$ cat config.mk
export PLATFORM = sky130hd
export DESIGN_NAME = dds_sine_generator_with_byte_registers_unit
export DESIGN_NICKNAME = d
export VERILOG_FILES = /design/src/sv/dds_pkg.sv /design/src/sv/dds_sine_generator_with_byte_registers_unit.sv /design/src/sv/dds_rom.sv
export SDC_FILE = /design/constraint.sdc
export NUM_CORES = 1
export LEC_CHECK = 0
export BUFFER_PORTS_ARGS = -buffer_cell sky130_fd_sc_hd__buf_2
export CAP_MARGIN = 10
export CORE_MARGIN = 3
export CORE_UTILIZATION = 40
export CTS_CLUSTER_SIZE = 30
export DETAILED_ROUTE_END_ITERATION = 6
export SLEW_MARGIN = 20
export SYNTH_ARGS = -nofsm -noshare
export SYNTH_HDL_FRONTEND = slang
export SYNTH_SLANG_ARGS = --single-unit
export TNS_END_PERCENT = 50
$ cat constraint.sdc
create_clock -name clk -period 9.9 [get_ports clk]
set_input_delay 1.485 -clock clk [delete_from_list [all_inputs] [get_ports clk]]
set_output_delay 1.485 -clock clk [all_outputs]
set_load 0.01 [all_outputs]
$ cat src/sv/dds_pkg.sv
package dds_pkg;

  localparam int PHASE_BITS  = 32;
  localparam int TABLE_DEPTH = 256;
  localparam int ROM_AW      = $clog2(TABLE_DEPTH);
  localparam int IDX_W       = (ROM_AW < 8) ? ROM_AW : 8;

  localparam logic [1:0] KIND_TICK   = 2'd0;
  localparam logic [1:0] KIND_PTR    = 2'd1;
  localparam logic [1:0] KIND_WRITE  = 2'd2;
  localparam logic [1:0] KIND_READ   = 2'd3;

  localparam logic [7:0] REG_STEP3   = 8'd3;
  localparam logic [7:0] REG_CTRL    = 8'd4;
  localparam logic [7:0] REG_ADC_HI  = 8'd5;

  localparam logic [7:0]            MIDSCALE    = 8'h80;
  localparam logic [7:0]            LEVEL_RESET = 8'h20;
  localparam logic [PHASE_BITS-1:0] STEP_RESET  = PHASE_BITS'(32'h079D5157);

  typedef logic [7:0] rom_t [TABLE_DEPTH];

  localparam rom_t SINE_ROM = '{
    8'h80, 8'h83, 8'h86, 8'h89, 8'h8c, 8'h8f, 8'h92, 8'h95,
    8'h98, 8'h9c, 8'h9f, 8'ha2, 8'ha5, 8'ha8, 8'hab, 8'hae,
    8'hb0, 8'hb3, 8'hb6, 8'hb9, 8'hbc, 8'hbf, 8'hc1, 8'hc4,
    8'hc7, 8'hc9, 8'hcc, 8'hce, 8'hd1, 8'hd3, 8'hd5, 8'hd8,
    8'hda, 8'hdc, 8'hde, 8'he0, 8'he2, 8'he4, 8'he6, 8'he8,
    8'hea, 8'hec, 8'hed, 8'hef, 8'hf0, 8'hf2, 8'hf3, 8'hf5,
    8'hf6, 8'hf7, 8'hf8, 8'hf9, 8'hfa, 8'hfb, 8'hfc, 8'hfc,
    8'hfd, 8'hfe, 8'hfe, 8'hff, 8'hff, 8'hff, 8'hff, 8'hff,
    8'hff, 8'hff, 8'hff, 8'hff, 8'hff, 8'hff, 8'hfe, 8'hfe,
    8'hfd, 8'hfc, 8'hfc, 8'hfb, 8'hfa, 8'hf9, 8'hf8, 8'hf7,
    8'hf6, 8'hf5, 8'hf3, 8'hf2, 8'hf0, 8'hef, 8'hed, 8'hec,
    8'hea, 8'he8, 8'he6, 8'he4, 8'he2, 8'he0, 8'hde, 8'hdc,
    8'hda, 8'hd8, 8'hd5, 8'hd3, 8'hd1, 8'hce, 8'hcc, 8'hc9,
    8'hc7, 8'hc4, 8'hc1, 8'hbf, 8'hbc, 8'hb9, 8'hb6, 8'hb3,
    8'hb0, 8'hae, 8'hab, 8'ha8, 8'ha5, 8'ha2, 8'h9f, 8'h9c,
    8'h98, 8'h95, 8'h92, 8'h8f, 8'h8c, 8'h89, 8'h86, 8'h83,
    8'h80, 8'h7c, 8'h79, 8'h76, 8'h73, 8'h70, 8'h6d, 8'h6a,
    8'h67, 8'h63, 8'h60, 8'h5d, 8'h5a, 8'h57, 8'h54, 8'h51,
    8'h4f, 8'h4c, 8'h49, 8'h46, 8'h43, 8'h40, 8'h3e, 8'h3b,
    8'h38, 8'h36, 8'h33, 8'h31, 8'h2e, 8'h2c, 8'h2a, 8'h27,
    8'h25, 8'h23, 8'h21, 8'h1f, 8'h1d, 8'h1b, 8'h19, 8'h17,
    8'h15, 8'h13, 8'h12, 8'h10, 8'h0f, 8'h0d, 8'h0c, 8'h0a,
    8'h09, 8'h08, 8'h07, 8'h06, 8'h05, 8'h04, 8'h03, 8'h03,
    8'h02, 8'h01, 8'h01, 8'h00, 8'h00, 8'h00, 8'h00, 8'h00,
    8'h00, 8'h00, 8'h00, 8'h00, 8'h00, 8'h00, 8'h01, 8'h01,
    8'h02, 8'h03, 8'h03, 8'h04, 8'h05, 8'h06, 8'h07, 8'h08,
    8'h09, 8'h0a, 8'h0c, 8'h0d, 8'h0f, 8'h10, 8'h12, 8'h13,
    8'h15, 8'h17, 8'h19, 8'h1b, 8'h1d, 8'h1f, 8'h21, 8'h23,
    8'h25, 8'h27, 8'h2a, 8'h2c, 8'h2e, 8'h31, 8'h33, 8'h36,
    8'h38, 8'h3b, 8'h3e, 8'h40, 8'h43, 8'h46, 8'h49, 8'h4c,
    8'h4f, 8'h51, 8'h54, 8'h57, 8'h5a, 8'h5d, 8'h60, 8'h63,
    8'h67, 8'h6a, 8'h6d, 8'h70, 8'h73, 8'h76, 8'h79, 8'h7c
  };

  typedef struct packed {
    logic       upd;
    logic       mid;
    logic [7:0] rd;
  } s1_t;

endpackage

$ cat src/sv/dds_sine_generator_with_byte_registers_unit.sv
// Result path: request accept, then ROM read with its stage register, then output register.
// Throughput: one request per cycle while the output is not stalled; the sine ROM
// read port is the only multi-cycle element, pipelined with one stage register.
// Reset (rst, synchronous): pipeline empty, phase 0, step 0x079D5157,
// running, pointer 0, ADC latch 0, level 0x20.
module dds_sine_generator_with_byte_registers_unit
  import dds_pkg::*;
(
  input  logic       clk,
  input  logic       rst,
  input  logic       in_valid,
  output logic       in_ready,
  input  logic [1:0] kind,
  input  logic [7:0] data,
  input  logic [9:0] adc_sample,
  output logic       out_valid,
  input  logic       out_ready,
  output logic [7:0] level,
  output logic [7:0] read_data
);

  logic [PHASE_BITS-1:0] phase_acc, phase_acc_next;
  logic [PHASE_BITS-1:0] phase_step, phase_step_next;
  logic                  stopped, stopped_next;
  logic [7:0]            reg_pointer, reg_pointer_next;
  logic [9:0]            adc_latch, adc_latch_next;
  logic [7:0]            level_reg, level_next;

  logic       s1_valid;
  s1_t        s1, s1_next;
  logic       advance, accept;
  logic [7:0] rom_q;
  logic [7:0] rom_idx;
  logic [1:0] byte_sel;

  assign advance  = !out_valid || out_ready;
  assign in_ready = !s1_valid || advance;
  assign accept   = in_valid && in_ready;
  assign byte_sel = reg_pointer[1:0];

  always_comb begin
    phase_acc_next   = phase_acc;
    phase_step_next  = phase_step;
    stopped_next     = stopped;
    reg_pointer_next = reg_pointer;
    adc_latch_next   = adc_latch;
    s1_next          = '0;
    case (kind)
      KIND_TICK: begin
        if (stopped) begin
          s1_next.mid = 1'b1;
        end else begin
          phase_acc_next = phase_acc + phase_step;
          s1_next.upd    = 1'b1;
        end
      end
      KIND_PTR: begin
        reg_pointer_next = data;
      end
      KIND_WRITE: begin
        if (reg_pointer <= REG_STEP3) begin
          phase_step_next[8*byte_sel +: 8] = data;
        end else if (reg_pointer == REG_CTRL) begin
          stopped_next = data[7];
        end
        reg_pointer_next = reg_pointer + 8'd1;
      end
      KIND_READ: begin
        if (reg_pointer <= REG_STEP3) begin
          s1_next.rd = phase_step[8*byte_sel +: 8];
        end else if (reg_pointer == REG_CTRL) begin
          adc_latch_next = adc_sample;
          s1_next.rd     = adc_sample[7:0];
        end else if (reg_pointer == REG_ADC_HI) begin
          s1_next.rd = {6'd0, adc_latch[9:8]};
        end
        reg_pointer_next = reg_pointer + 8'd1;
      end
      default: begin
      end
    endcase
  end

  assign rom_idx = phase_acc_next[PHASE_BITS-1 -: 8];

  dds_rom u_rom (
    .clk  (clk),
    .en   (accept),
    .addr (ROM_AW'(rom_idx[IDX_W-1:0])),
    .q    (rom_q)
  );

  always_comb begin
    level_next = level_reg;
    if (s1.upd) begin
      level_next = rom_q;
    end else if (s1.mid) begin
      level_next = MIDSCALE;
    end
  end

  always_ff @(posedge clk) begin
    if (rst) begin
      phase_acc   <= '0;
      phase_step  <= STEP_RESET;
      stopped     <= 1'b0;
      reg_pointer <= '0;
      adc_latch   <= '0;
      level_reg   <= LEVEL_RESET;
      s1_valid    <= 1'b0;
      out_valid   <= 1'b0;
    end else begin
      if (accept) begin
        phase_acc   <= phase_acc_next;
        phase_step  <= phase_step_next;
        stopped     <= stopped_next;
        reg_pointer <= reg_pointer_next;
        adc_latch   <= adc_latch_next;
      end
      if (advance) begin
        out_valid <= s1_valid;
        if (s1_valid) begin
          level_reg <= level_next;
        end
      end
      if (in_ready) begin
        s1_valid <= in_valid;
      end
    end
  end

  always_ff @(posedge clk) begin
    if (accept) begin
      s1 <= s1_next;
    end
    if (advance && s1_valid) begin
      level     <= level_next;
      read_data <= s1.rd;
    end
  end

endmodule

$ cat src/sv/dds_rom.sv
module dds_rom
  import dds_pkg::*;
(
  input  logic              clk,
  input  logic              en,
  input  logic [ROM_AW-1:0] addr,
  output logic [7:0]        q
);

  always_ff @(posedge clk) begin
    if (en) begin
      q <= SINE_ROM[addr];
    end
  end

endmodule

# [Yosys cells after proc, flatten, opt, wreduce, memory -nomap -nowiden]
# Memory sizes are Yosys's and may differ from the RTL's. A register that Yosys moved wholly into a read port is not among the register bits.
# Cells that the tools add are included.
[totals] register_bits=119 n_memories=1 mem_bits_ro=2048
[op_classes] shift=3 n_eq_ne=5 addsub=3 n_mux=11 n_lt_le_gt_ge=1 reduce_logical=15 n_bitwise=3
[memory_table] name="(no name shown)" depth=256 word_bits=8 rd=1 rd_clocked_by_memory_dff=1 write_ports=0 line="dds_rom.sv:12" rtl="q <= SINE_ROM[addr];"
[ops] cell="two-way mux 32 bit" n=2
[ops] cell="negator 5 -> 34 bit" n=1
[ops] cell="variable shift 8 x 34 -> 32 bit, first input constant" n=1
[ops] cell="indexed part select 8 x 34 -> 32 bit" n=1
[ops] cell="adder 32 bit" n=1
[ops] cell="bitwise mux 32 bit" n=1
[ops] cell="two-way mux 8 bit" n=4
[ops] cell="indexed part select 32 x 6 -> 8 bit" n=1
[ops] cell="== test 8 x 3 -> 1 bit, second input constant" n=2
[ops] cell="case mux 8 bit (2 select lines)" n=1
[ops] cell="NOT 8 -> 9 bit" n=1
[ops] cell="adder 8 x 1 -> 8 bit, second input constant" n=1
[ops] cell="<= comparator 8 x 2 -> 1 bit, second input constant" n=1
[ops] cell="AND reduction 4 bit" n=2
[ops] cell="AND reduction 3 bit" n=2
[ops] cell="== test 2 bit, second input constant" n=2
[ops] cell="AND reduction 2 bit" n=2
[ops] cell="== test 2 x 1 -> 1 bit, second input constant" n=1
[ops] cell="logical AND 1 bit" n=2
[ops] cell="zero test 1 bit" n=2
[ops] cell="zero test 2 bit" n=1
[ops] cell="logical OR 1 bit" n=2
[ops] cell="two-way mux 1 bit" n=2
[ops] cell="two-way mux 2 bit" n=1
[ops] cell="other kinds (3)" n=4

# [Depth between registers and ports, before layout]
# Gate-level depths: netlist of the first run.
[logic_depth] word_depth=5 depth_mapped=20 depth_no_buf=19

# [Hierarchy]
# Synthesis of the first run repeated with hierarchy kept, for this count alone.
[hier_totals] cells_unflattened=1077 hier_area_um2=8769.7
[modules_own_cells] mod="dds_sine_generator_with_byte_registers_unit" n_inst=1 area_each_um2=6530.0 cells_each=750
[modules_own_cells] mod="dds_rom" n_inst=1 area_each_um2=2239.6 cells_each=327

# [Least setup slack after synthesis of the first run]
# OpenSTA, ideal clock, no wires.
[synth_path] path_type="in2reg" startpoint="input port kind[1]" endpoint="register u_rom.q[3] (data pin)" cell_stages=14 path_slack_ns=5.201 path_buffers=2 arrival_time_ns=4.430 cell_sequence="or3_1 -> clkbuf_1 -> or4_1 -> and3_1 -> buf_2 -> inv_2 -> ha_1 -> inv_1 -> o32ai_1 -> o31ai_1 -> a22oi_1 -> nor3_1 -> a2111oi_2 -> a22oi_2"
[synth_between] elab_chain_cells=3
[synth_rtl] item="start: declaration" line="dds_sine_generator_with_byte_registers_unit.sv:13" rtl="input logic [1:0] kind,"
[synth_rtl] item="zero test 2 bit" line="dds_sine_generator_with_byte_registers_unit.sv:48" rtl="case (kind)"
[synth_rtl] item="two-way mux 32 bit" line="dds_sine_generator_with_byte_registers_unit.sv:48"
[synth_rtl] item="net phase_acc_next[24]" line="dds_sine_generator_with_byte_registers_unit.sv:22" rtl="logic [PHASE_BITS-1:0] phase_acc, phase_acc_next;"
[synth_rtl] item="NOT 8 -> 9 bit (implied by the code)" line="dds_rom.sv:12"
[synth_rtl] item="end: declaration" line="dds_rom.sv:7" rtl="output logic [7:0] q"
# The timed path passes the listed nets, and every way through them passes these cells.
# A chain may end at the register's enable or synchronous reset.

# [Worst setup path in the final report of the first run]
# Ends and elaborated chain as after synthesis.

==> results by group, run 1 <==
Synthesis
  – Adder-cell area share of the yosys netlist: 6.686%
  – Count of different cell masters after synthesis: 88
  – Post-synth EDFFs: 34
  – Synth Cell Area: 9095 um2
  – Synth warnings: 0
  – Mapped Cells: 1141
  – Top cells by area, synth: dfxtp_1, edfxtp_1, nand2_1
  – Synth Area in Simple Gates: 20.99%
  – Synth top area share: 18.71%
  – Post-synthesis sequential area ratio: 29.94%
  – Synth Area in XOR/XNOR: 2.407%
  – Mean Syn Cell Area: 7.971 um2
  – Top FF cell, synth: dfxtp_1
  – Synth Net Count: 1213
  – Mux share of post-synthesis cell area: 5.379%
  – Asr flop ratio synth: 0%
  – Synth Area in Compound Gates: 29.63%
  – Yosys reg bits: 119
  – Largest family of logic cells by synthesized area: compound AO/OA/AOI/OAI gates
  – Yosys top cell by area: dfxtp_1

Setup path
  – Crit end category: flop
  – Kind of start point of the critical path: primary input
  – Setup CP Type: primary input to flop
  – Worst reg2reg startpoint: phase_step[0]
  – End of the critical path: u_rom.q[3]
  – Worst reg-to-reg path cell count: 17
  – Setup slack, reg-to-reg: 4750 ps
  – Worst R2R End: u_rom.q[3]
  – CP Data Arrival Time: 5600 ps
  – WP data required: 10050 ps
  – Crit path launch: kind[1]
  – Crit Path Max Fanout: 29

Clocking
  – Clock tree buffer depth: 2
  – Setup repair bufs after CTS: 0
  – H-tree lvl count: 4
  – Clock buffer count from CTS: 17
  – Root buffer cell: clkbuf_16
  – Post-CTS sizing: 0
  – Insertion delay to the later sink of the worst-skew pair: 410 ps
  – # hold bufs at CTS: 0
  – Worst-path clk slew: 60 ps
  – Clock sink total: 119
  – CTS tree: yes

Drt
  – Final ANT Viol Nets: 0
  – Initial DRC count: 943
  – Pre-antenna DRT Iters: 6
  – Post-Route WL: 28.27 mm
  – Wirelength per Cell: 19.79 um
  – DRC viols: 0
  – Routed via count: 8854
  – Vias per cell: 6.196

STA
  – Slew Limit Headroom: 34.14%
  – Slew Limit Fails: 0
  – Unrepaired setup endpoints after global routing: false
  – Final hold vios: 0
  – Fin crit share: 55.03%
  – Clk_skew: 8.456 ps
  – Setup TNS: 0 ps
  – Final worst slack: 4452 ps
  – Final Critical Period: 5448 ps
  – Max Clock Freq: 183.6 MHz
  – Count of final setup violators: 0
  – Worst Max-Slew Pin Slew: 980.8 ps

Placed design
  – Gpl congestion: 0.9722
  – Setup slack at placement: 4147 ps
  – Port bufs: 41
  – Post-placement cell area: 9402 um2
  – DP Wirelength: 20.04 mm

Floorplanning
  – Initial Util: 41.17%
  – Std-Cell Rows: 54
  – Die area: 24580 um2
  – Core area: 22090 um2
  – Die Y: 156.8 um
  – Die X: 156.8 um
  – IO Pins: 42

GRT
  – Largest net degree at the start of global routing: 86
  – Vias in the first global route: 7929
  – Initial antenna violation count: 1
  – Total GRT Usage: 22.82%
  – First-pass GRT wire length: 44.97 mm
  – Grt ovf: 0

Status
  – Status: finished, final reports clean

Pwr
  – Power Density: 147.6 nW/um2
  – Peak VDD IR: 0.1145 mV
  – Pleak: 3.774 nW

Finish
  – Ant diodes: 0
  – Area occupied by multi-input gates: 5939 um2
  – Final Core Density: 45.09%
  – Fillers: 2204
  – Area delta synth->final: 9.534%
  – Final #Nets: 1208
  – Share of layout cells above drive strength 1: 11.49%
  – Design Area, Final: 9962 um2
  – Commonest non-fill, non-tap cell in the layout: nand2_1
  – Most frequent cells in the layout: nand2_1, a21oi_1, nor2_1, dfxtp_1, o21ai_0
  – FF+latch area: 2723 um2

Min path
  – HP Class: flop to flop

Run
  – Maxcap violations: 0
==> synthesized netlist by cell type (14+ instances only) <==
master and count:
nand2_1 172, a21oi_1 110, nor2_1 106, dfxtp_1 85
o21ai_0 60, ha_1 47, clkbuf_1 42, edfxtp_1 34
nand3_1 30, nor3_1 26, buf_2 25, mux2i_1 23
a21o_1 19, a22oi_1 18, inv_1 18, a31oi_1 16
o211ai_1 15, a211oi_1 14, xnor2_1 14
==> kinds of logic (layout without fill, tap and decap cells) <==
| logic type | Yosys count | after routing |
|---|---|---|
| AOI/OAI and AO/OA | 389 | 389 |
| xor gates and xnor gates | 25 | 25 |
| adders and majority gates | 48 | 48 |
| buffers and inverters | 100 | 108 |
| DFF | 119 | 119 |
| muxes | 38 | 38 |
| and+or+nand+nor | 422 | 422 |
==> critical path, cell delays in order <==
cell	delay (ps)
buf_2	240
or3_1	390
buf_4	240
inv_1	490
and3_1	250
a221oi_1	40
and3_1	320
inv_2	280
ha_1	380
inv_1	180
o32ai_1	360
o31ai_1	120
a22oi_1	220
nor3_1	80
a2111oi_2	410
a22oi_2	80
==> through the flow <==
step	total power (W)	hold WS, ps	cells
final	0.001470	415.2	1429
after global routing	0.001536	420.3	1429
after CTS	0.001474	417.3	1429
after detailed placement	0.0008736	404.5	1397
after global placement	0.0008746	400.2	1397
after floorplan	0.0007897	400.3	1141
==> layout make-up <==
cell class | instances | area share, %
multi-input combinational | 922 | 59.62
clock inverter | 13 | 1.181
timing repair buffer | 55 | 3.115
sequential | 119 | 27.33
inverter | 21 | 0.7913
tap | 280 | 3.517
clock buffer | 19 | 4.446
==> report_power, final <==
| part | switching (W) | internal (W) | total [W] | leakage (nW) |
|---|---|---|---|---|
| sequential | 0.0000173 | 0.000525 | 0.000542 | 1.02 |
| combinational | 0.000212 | 0.000118 | 0.000331 | 2.48 |
| clock | 0.000244 | 0.000354 | 0.000598 | 0.267 |
==> how the worst min path moves through the flow <==
| stage | cells past startpoint | to | startpoint |
|---|---|---|---|
| after global routing | 0 | read_data[4] | s1[4] |
| after detailed placement | 0 | read_data[4] | s1[4] |
| after global placement | 0 | read_data[5] | s1[5] |
| after CTS | 0 | read_data[7] | s1[7] |
| after floorplan | 0 | read_data[0] | s1[0] |
| final | 0 | read_data[7] | s1[7] |
==> routing by layer <==
layer	wire, um	vias to the layer above	part of all wire [%]	GRT usage, %
li1	-	4276	-	-
met1	13180	4184	47	33.38
met2	12520	347	44	34.53
met3	2007	45	7.1	3.540
met4	555	2	2.0	6.920
met5	12	-	0.042	0
Power figures use the tool's default switching activity.
==> run 2, diff against run 1 <==
--- a/config.mk
+++ b/config.mk
@@ -5,6 +5,7 @@
 export SDC_FILE = /design/constraint.sdc
 export NUM_CORES = 1
 export LEC_CHECK = 0
+export ABC_AREA = 1
 export BUFFER_PORTS_ARGS = -buffer_cell sky130_fd_sc_hd__buf_2
 export CAP_MARGIN = 10
 export CORE_MARGIN = 3
==> constraint.sdc (replaced) <==
create_clock -name clk -period 5.2 [get_ports clk]
set_input_delay 0.78 -clock clk [delete_from_list [all_inputs] [get_ports clk]]
set_output_delay 0.78 -clock clk [all_outputs]
set_load 0.01 [all_outputs]
==> results by group, run 2 <==
Pwr
  – Seq pwr share: 34.7% (-2.2 points)
  – Peak VDD IR: 0.2281 mV (+99%)
  – Pint: 0.001987 W (+99%)
  – P_sw: 0.001002 W (+110%)
  – Pleak: 4.871 nW (+29%)
  – Tot Pwr: 0.002989 W (+100%)
  – Clk pwr share: 41.4% (+0.8 points)
  – Power Density: 298.1 nW/um2 (+100%)
  – Comb power frac: 23.8% (+1.3 points)
  – Sw Ratio: 33.52% (+1.3 points)

Drt
  – Initial DRC count: 990 (+5.0%)
  – Post-Route WL: 28.46 mm (+0.66%)
  – Routed via count: 9266 (+4.7%)
  – Pre-antenna DRT Iters: 6 (unchanged)
  – Final ANT Viol Nets: 0 (unchanged)
  – Vias per cell: 5.412 (-13%)
  – DRC viols: 0 (unchanged)
  – Wirelength per Cell: 16.62 um (-16%)

Synthesis
  – Mean Syn Cell Area: 6.464 um2 (-19%)
  – Synth Net Count: 1475 (+22%)
  – Mapped Cells: 1403 (+23%)
  – Post-synthesis sequential area ratio: 30.02% (+0.087 points)
  – Yosys top cell by area: dfxtp_1
  – Yosys reg bits: 119 (unchanged)
  – Synth Cell Area: 9069 um2 (-0.29%)
  – Most common cell in the netlist: nand2_1
  – Post-synth EDFFs: 34 (unchanged)
  – Top FF cell, synth: dfxtp_1
  – Count of different cell masters after synthesis: 56 (-36%)
  – Synth warnings: 0 (unchanged)
  – Synth top area share: 18.76% (+0.054 points)
  – Top cells by area, synth: dfxtp_1, nand2_1, edfxtp_1
  – Commonest cells in the netlist: nand2_1, inv_1, nor2_1
  – Asr flop ratio synth: 0% (unchanged)

Placed design
  – Gpl congestion: 0.9664 (-0.60%)
  – Port bufs: 41 (unchanged)
  – DP Wirelength: 20.98 mm (+4.7%)

STA
  – Final Critical Period: 3804 ps
  – Slew Limit Fails: 0 (unchanged)
  – Unrepaired setup endpoints after global routing: false
  – Final hold vios: 0 (unchanged)
  – Setup TNS: 0 ps (unchanged)
  – Worst Max-Slew Pin Slew: 1031 ps (+50.42 ps)
  – Max Clock Freq: 262.9 MHz
  – Count of final setup violators: 0 (unchanged)
  – Slew Limit Headroom: 30.72% (-3.4 points)
  – Fin crit share: 73.16%
  – Clk_skew: 12.55 ps (+4.089 ps)

Run
  – Maxcap violations: 0 (unchanged)

Min path
  – HP Class: flop to flop

Finish
  – Final Core Density: 45.52% (+0.43 points)
  – Area delta synth->final: 10.57%
  – Commonest non-fill, non-tap cell in the layout: nand2_1
  – Ant diodes: 0 (unchanged)
  – Share of layout cells above drive strength 1: 9.637% (-1.9 points)
  – Final #Nets: 1491 (+23%)
  – Most frequent cells in the layout: nand2_1, inv_1, nor2_1, nand3_1, a21oi_1

Floorplanning
  – Die area: 24510 um2 (-0.28%)
  – Die X: 156.6 um (-0.14%)
  – Die Y: 156.6 um (-0.14%)
  – Core area: 22030 um2 (-0.31%)
  – IO Pins: 42 (unchanged)
  – Initial Util: 41.17% (about the same)
  – Std-Cell Rows: 54 (unchanged)

Setup path
  – Setup CP Type: flop to flop
  – WP data required: 5370 ps (-4680 ps)
  – Kind of start point of the critical path: flop
  – CP Data Arrival Time: 3970 ps (-1630 ps)
  – Crit Path Max Fanout: 9 (-69%)
  – Crit end category: flop

Clocking
  – Worst-path clk slew: 60 ps (about the same)
  – Root buffer cell: clkbuf_16
  – Setup repair bufs after CTS: 0 (unchanged)
  – Insertion delay to the later sink of the worst-skew pair: 420 ps (about the same)
  – H-tree lvl count: 4 (unchanged)
  – CTS tree: yes
  – Post-CTS sizing: 0 (unchanged)
  – # hold bufs at CTS: 0 (unchanged)
  – Clock tree buffer depth: 2 (unchanged)
  – Clock sink total: 119 (unchanged)
  – Clock buffer count from CTS: 17 (unchanged)

GRT
  – Total GRT Usage: 22.94% (+0.12 points)
  – First-pass GRT wire length: 44.72 mm (-0.57%)
  – Vias in the first global route: 8480 (+6.9%)
  – Largest net degree at the start of global routing: 52 (-40%)
  – Grt ovf: 0 (unchanged)
  – Initial antenna violation count: 0 (-1)

Status
  – Status: finished, final reports clean
-- run 2: cell count changes in the layout (fill, tap and decap cells not counted), moves of 14 or more --
| cell | previous run | this run |
|---|---|---|
| nand2_1 | 172 | 397 |
| inv_1 | 18 | 154 |
| nand3_1 | 30 | 134 |
| nor2_1 | 105 | 138 |
| mux2i_1 | 23 | 0 |
| a21o_1 | 19 | 1 |
| a22oi_1 | 18 | 2 |
| o21ai_0 | 60 | 74 |
-- run 2: area by class of cell --
| cell class | instances | area (um2) |
|---|---|---|
| Clock buffer | 17 | 425.4 |
| Clock inverter | 15 | 188.9 |
| Fill cell | 2249 | 12000 |
| Inverter | 169 | 634.4 |
| Multi-Input combinational cell | 1062 | 5433 |
| Sequential cell | 119 | 2723 |
| Tap cell | 280 | 350.3 |
| Timing Repair Buffer | 50 | 272.8 |
-- run 2: power by group through the flow --
stage	Clock (W)	Sequential [W]	Combinational (W)
after global placement	0	0.00106	0.000704
after CTS	0.00126	0.00104	0.000698
final	0.00124	0.00104	0.000713
after floorplan	0	0.00105	0.000524
after detailed placement	0	0.00106	0.000694
after global routing	0.00130	0.00104	0.000789
-- run 2: critical path, cell delays in order, from the launching register on --
cell and delay, ps:
dfxtp_1 310, ha_1 240, fa_1 450, nand2_1 90
nand3_1 80, nand3_1 90, nand2_2 100, nand2_1 140
nand3_1 100, nand2_1 70, nand3_1 80, nand2_2 250
inv_2 180, ha_1 360, nand3_1 290, nand2_1 120
nand2_1 70, nand3_1 70, nand3_1 140, nand4_1 120
nand3_1 110, nand2_1 60
-- run 2: cell families (layout without fill, tap and decap cells) --
kind of cell	Yosys count	in the layout	synth area share, %
DFF	119	119	30.02
AOI/OAI and AO/OA	242	242	15.05
xor gates and xnor gates	24	24	2.401
and+or+nand+nor	748	748	35.72
buffers and inverters	222	251	10.10
adders and majority gates	48	48	6.705
-- run 2: per-stage QoR --
step           setup slack [ps]  instances  area, um2  hold slack [ps]
3_3_place_gp               1404       1680       9413            403.6
2_1_floorplan              2156       1403       9069            400.3
6_report                   1396       1712      10030            417.8
4_1_cts                    1446       1712      10030            416.8
5_1_grt                    1196       1712      10030            419.9
3_5_place_dp               1450       1680       9413            406.3
-- run 2: worst paths after layout --
kind / start / endpoint / slack (ps) / cells past startpoint
worst max register to register: phase_acc[0] / u_rom.q[1] / 1400 / 21
worst min-delay path: s1[3] / read_data[3] / 420 / 0
worst max-delay path: phase_acc[0] / u_rom.q[1] / 1400 / 21
worst min register to register: s1[3] / read_data[3] / 420 / 0
-- run 2: per-layer routing --
layer / vias to the layer above / track usage, % / share of wire [%]
li1: 4669 / - / -
met1: 4249 / 32.70 / 48
met2: 320 / 35.97 / 45
met3: 28 / 4.093 / 6.3
met4: 0 / 5.877 / 1.3
met5: - / 0 / 0
==> run 3, diff against run 2 <==
--- a/config.mk
+++ b/config.mk
@@ -5,7 +5,7 @@
 export SDC_FILE = /design/constraint.sdc
 export NUM_CORES = 1
 export LEC_CHECK = 0
-export ABC_AREA = 1
+export ABC_AREA = 0
 export BUFFER_PORTS_ARGS = -buffer_cell sky130_fd_sc_hd__buf_2
 export CAP_MARGIN = 10
 export CORE_MARGIN = 3
==> constraint.sdc (replaced) <==
create_clock -name clk -period 3.2 [get_ports clk]
set_input_delay 0.48 -clock clk [delete_from_list [all_inputs] [get_ports clk]]
set_output_delay 0.48 -clock clk [all_outputs]
set_load 0.01 [all_outputs]
==> results by group, run 3 (same netlist as run 1, synthesis figures left out) <==
GRT
  – Grt ovf: 0 (unchanged)
  – Largest net degree at the start of global routing: 86 (+65%)
  – Vias in the first global route: 9484 (+12%)
  – Total GRT Usage: 26.93% (+4.0 points)
  – Initial antenna violation count: 0 (unchanged)
  – First-pass GRT wire length: 52.22 mm (+17%)

Pwr
  – Power Density: 399.4 nW/um2 (+34%)
  – Comb power frac: 30.3% (+6.5 points)
  – P_sw: 0.001634 W (+63%)
  – Seq pwr share: 32.7% (-2.0 points)
  – Pint: 0.003446 W (+73%)
  – Pleak: 5.334 nW (+9.5%)
  – Clk pwr share: 37.0% (-4.4 points)
  – Sw Ratio: 32.17% (-1.4 points)
  – Peak VDD IR: 0.3209 mV (+41%)

Setup path
  – Worst path max stage delay: 400 ps (-50 ps)
  – Worst reg2reg startpoint: phase_acc[0]
  – CP Data Arrival Time: 4180 ps (+210 ps)
  – Worst R2R End: u_rom.q[1]
  – Kind of start point of the critical path: flop
  – Crit path launch: phase_acc[0]
  – Delay-heaviest family, CP: compound AO/OA/AOI/OAI gates
  – Setup CP Type: flop to flop
  – Crit Path Max Fanout: 8 (-1)
  – Worst reg-to-reg path cell count: 16 (-24%)
  – Setup slack, reg-to-reg: -810 ps (-2200 ps)
  – Crit-path slowest cell: or4_1
  – End of the critical path: u_rom.q[1]
  – Crit-path cells: ha_4, fa_2, a211o_1, a211oi_4, or4_4, a22oi_2, or4_1, and3_4, buf_4, ha_4, buf_4, mux2_2, o21ai_1, a21oi_1, o32ai_2, o32ai_2
  – Crit end category: flop
  – WP data required: 3370 ps (-2000 ps)
  – Worst Path Buf+Inv: 2 (+1)
  – Crit path depth: 16 (-24%)

Placed design
  – DP Wirelength: 24.99 mm (+19%)
  – Gpl congestion: 0.9755 (+0.94%)
  – Port bufs: 41 (unchanged)
  – Setup slack at placement: -971.0 ps (-2421 ps)
  – Placed insts: 1679 (-0.060%)

Min path
  – HP Class: primary input to flop
  – Hold_sp: in_valid

STA
  – Slew Limit Fails: 0 (unchanged)
  – Final Critical Period: 4008 ps (+203.9 ps)
  – Max Clock Freq: 249.5 MHz (-5.1%)
  – Unrepaired setup endpoints after global routing: true
  – Setup TNS: -5917 ps (-5917 ps)
  – Fin crit share: 125.3% (+52 points)
  – Worst Max-Slew Pin Slew: 641.0 ps (-390.2 ps)
  – Count of final setup violators: 9 (+9)
  – Clk_skew: 15.66 ps (+3.116 ps)
  – Final hold vios: 0 (unchanged)
  – Slew Limit Headroom: 57.11% (+26 points)
  – Final worst slack: -808.2 ps (-2204 ps)
  – Worst hold slack: 285.0 ps (-132.7 ps)

Finish
  – Share of layout cells above drive strength 1: 33.54% (+24 points)
  – Ant diodes: 0 (unchanged)
  – Non-Filler Instances: 1726 (+0.82%)
  – Most frequent cells in the layout: buf_4, nand2_1, a21oi_1, nor2_1, dfxtp_1
  – Final #Nets: 1505 (+0.94%)
  – Commonest non-fill, non-tap cell in the layout: buf_4
  – Area delta synth->final: 39.84%
  – Fillers: 2001 (-11%)

Drt
  – Final ANT Viol Nets: 0 (unchanged)
  – Post-Route WL: 33.39 mm (+17%)
  – Pre-antenna DRT Iters: 7 (+1)
  – Initial DRC count: 956 (-3.4%)
  – Vias per cell: 5.842 (+7.9%)
  – Wirelength per Cell: 19.34 um (+16%)
  – Routed via count: 10083 (+8.8%)
  – DRC viols: 0 (unchanged)

Clocking
  – Clock tree buffer depth: 2 (unchanged)
  – # hold bufs at CTS: 0 (unchanged)
  – H-tree lvl count: 4 (unchanged)
  – CTS tree: yes
  – Clock sink total: 119 (unchanged)
  – Insertion delay to the later sink of the worst-skew pair: 420 ps (about the same)
  – Worst-path clk slew: 70 ps (about the same)
  – Clock buffer count from CTS: 17 (unchanged)
  – Root buffer cell: clkbuf_16

Floorplanning
  – Std-Cell Rows: 54 (unchanged)
  – IO Pins: 42 (unchanged)
  – Core area: 22090 um2 (+0.31%)
  – Initial Util: 41.17% (about the same)
  – Die Y: 156.8 um (+0.14%)
  – Die area: 24580 um2 (+0.28%)
  – Die X: 156.8 um (+0.14%)

Run
  – Maxcap violations: 0 (unchanged)

Status
  – Status: finished, violations left
  – Failing checks: negative setup slack
-- run 3: cell count changes in the layout (fill, tap and decap cells not counted), sizes merged, moves of 17 or more --
cell	before	now
a22oi	2	19
a21o	1	19
buf	50	352
nand3	137	30
o21ai	87	64
nor2	150	108
nand2	412	172
mux2i	0	23
inv	172	25
-- run 3: area by class of cell --
type	count	area (um2)	area share, %
Timing Repair Buffer	352	2688	21.13
Multi-Input combinational cell	922	6284	49.41
Inverter	21	93.84	0.7378
Clock inverter	11	85.08	0.6690
Sequential cell	119	2725	21.43
Clock buffer	21	493.0	3.876
Tap cell	280	350.3	2.755
-- run 3: repair_timing --
item                       in CTS  in global routing
pin swaps                      16                 24
gates resized for setup        19                 55
setup buffers                   4                 12
setup endpoints to repair       9                 10
-- run 3: metal layers --
layer  up-vias  part of all wire (%)  GRT usage, %
met2       390                    44         40.99
li1       4865                     -             -
met5         -                     0             0
met1      4762                    46         37.99
met4         0                   2.5         7.878
met3        66                   7.6         6.333
-- run 3: worst reg2reg max path, stage by stage (launching register included) --
cell and delay [ps]:
dfxtp_2 330, ha_4 160, fa_2 350, a211o_1 320, a211oi_4 300, or4_4 190
a22oi_2 70, or4_1 400, and3_4 240, buf_4 160, ha_4 250, buf_4 180
mux2_2 270, o21ai_1 110, a21oi_1 60, o32ai_2 240, o32ai_2 140
-- run 3: worst min path at each step --
stage | endpoint | cells after the start
floorplan | read_data[0] | 0
global placement | read_data[2] | 0
detailed placement | read_data[6] | 0
CTS | s1_valid | 3
global route | s1_valid | 3
finish | s1_valid | 3
-- run 3: stage by stage --
step | area (um2) | utilization, % | total power (W)
finish | 12720 | 57.57 | 0.005080
global route | 12720 | 57.57 | 0.005306
CTS | 12390 | 56.06 | 0.005004
detailed placement | 11720 | 53.04 | 0.003096
global placement | 11720 | 53.04 | 0.003095
floorplan | 9209 | - | 0.002476
-- run 3: power by group through the flow --
stage | Clock, W | Sequential [W] | Combinational (W)
floorplan | 0 | 0.00169 | 0.000787
global placement | 0 | 0.00169 | 0.00140
detailed placement | 0 | 0.00169 | 0.00140
CTS | 0.00191 | 0.00166 | 0.00143
global route | 0.00199 | 0.00167 | 0.00165
finish | 0.00188 | 0.00166 | 0.00154
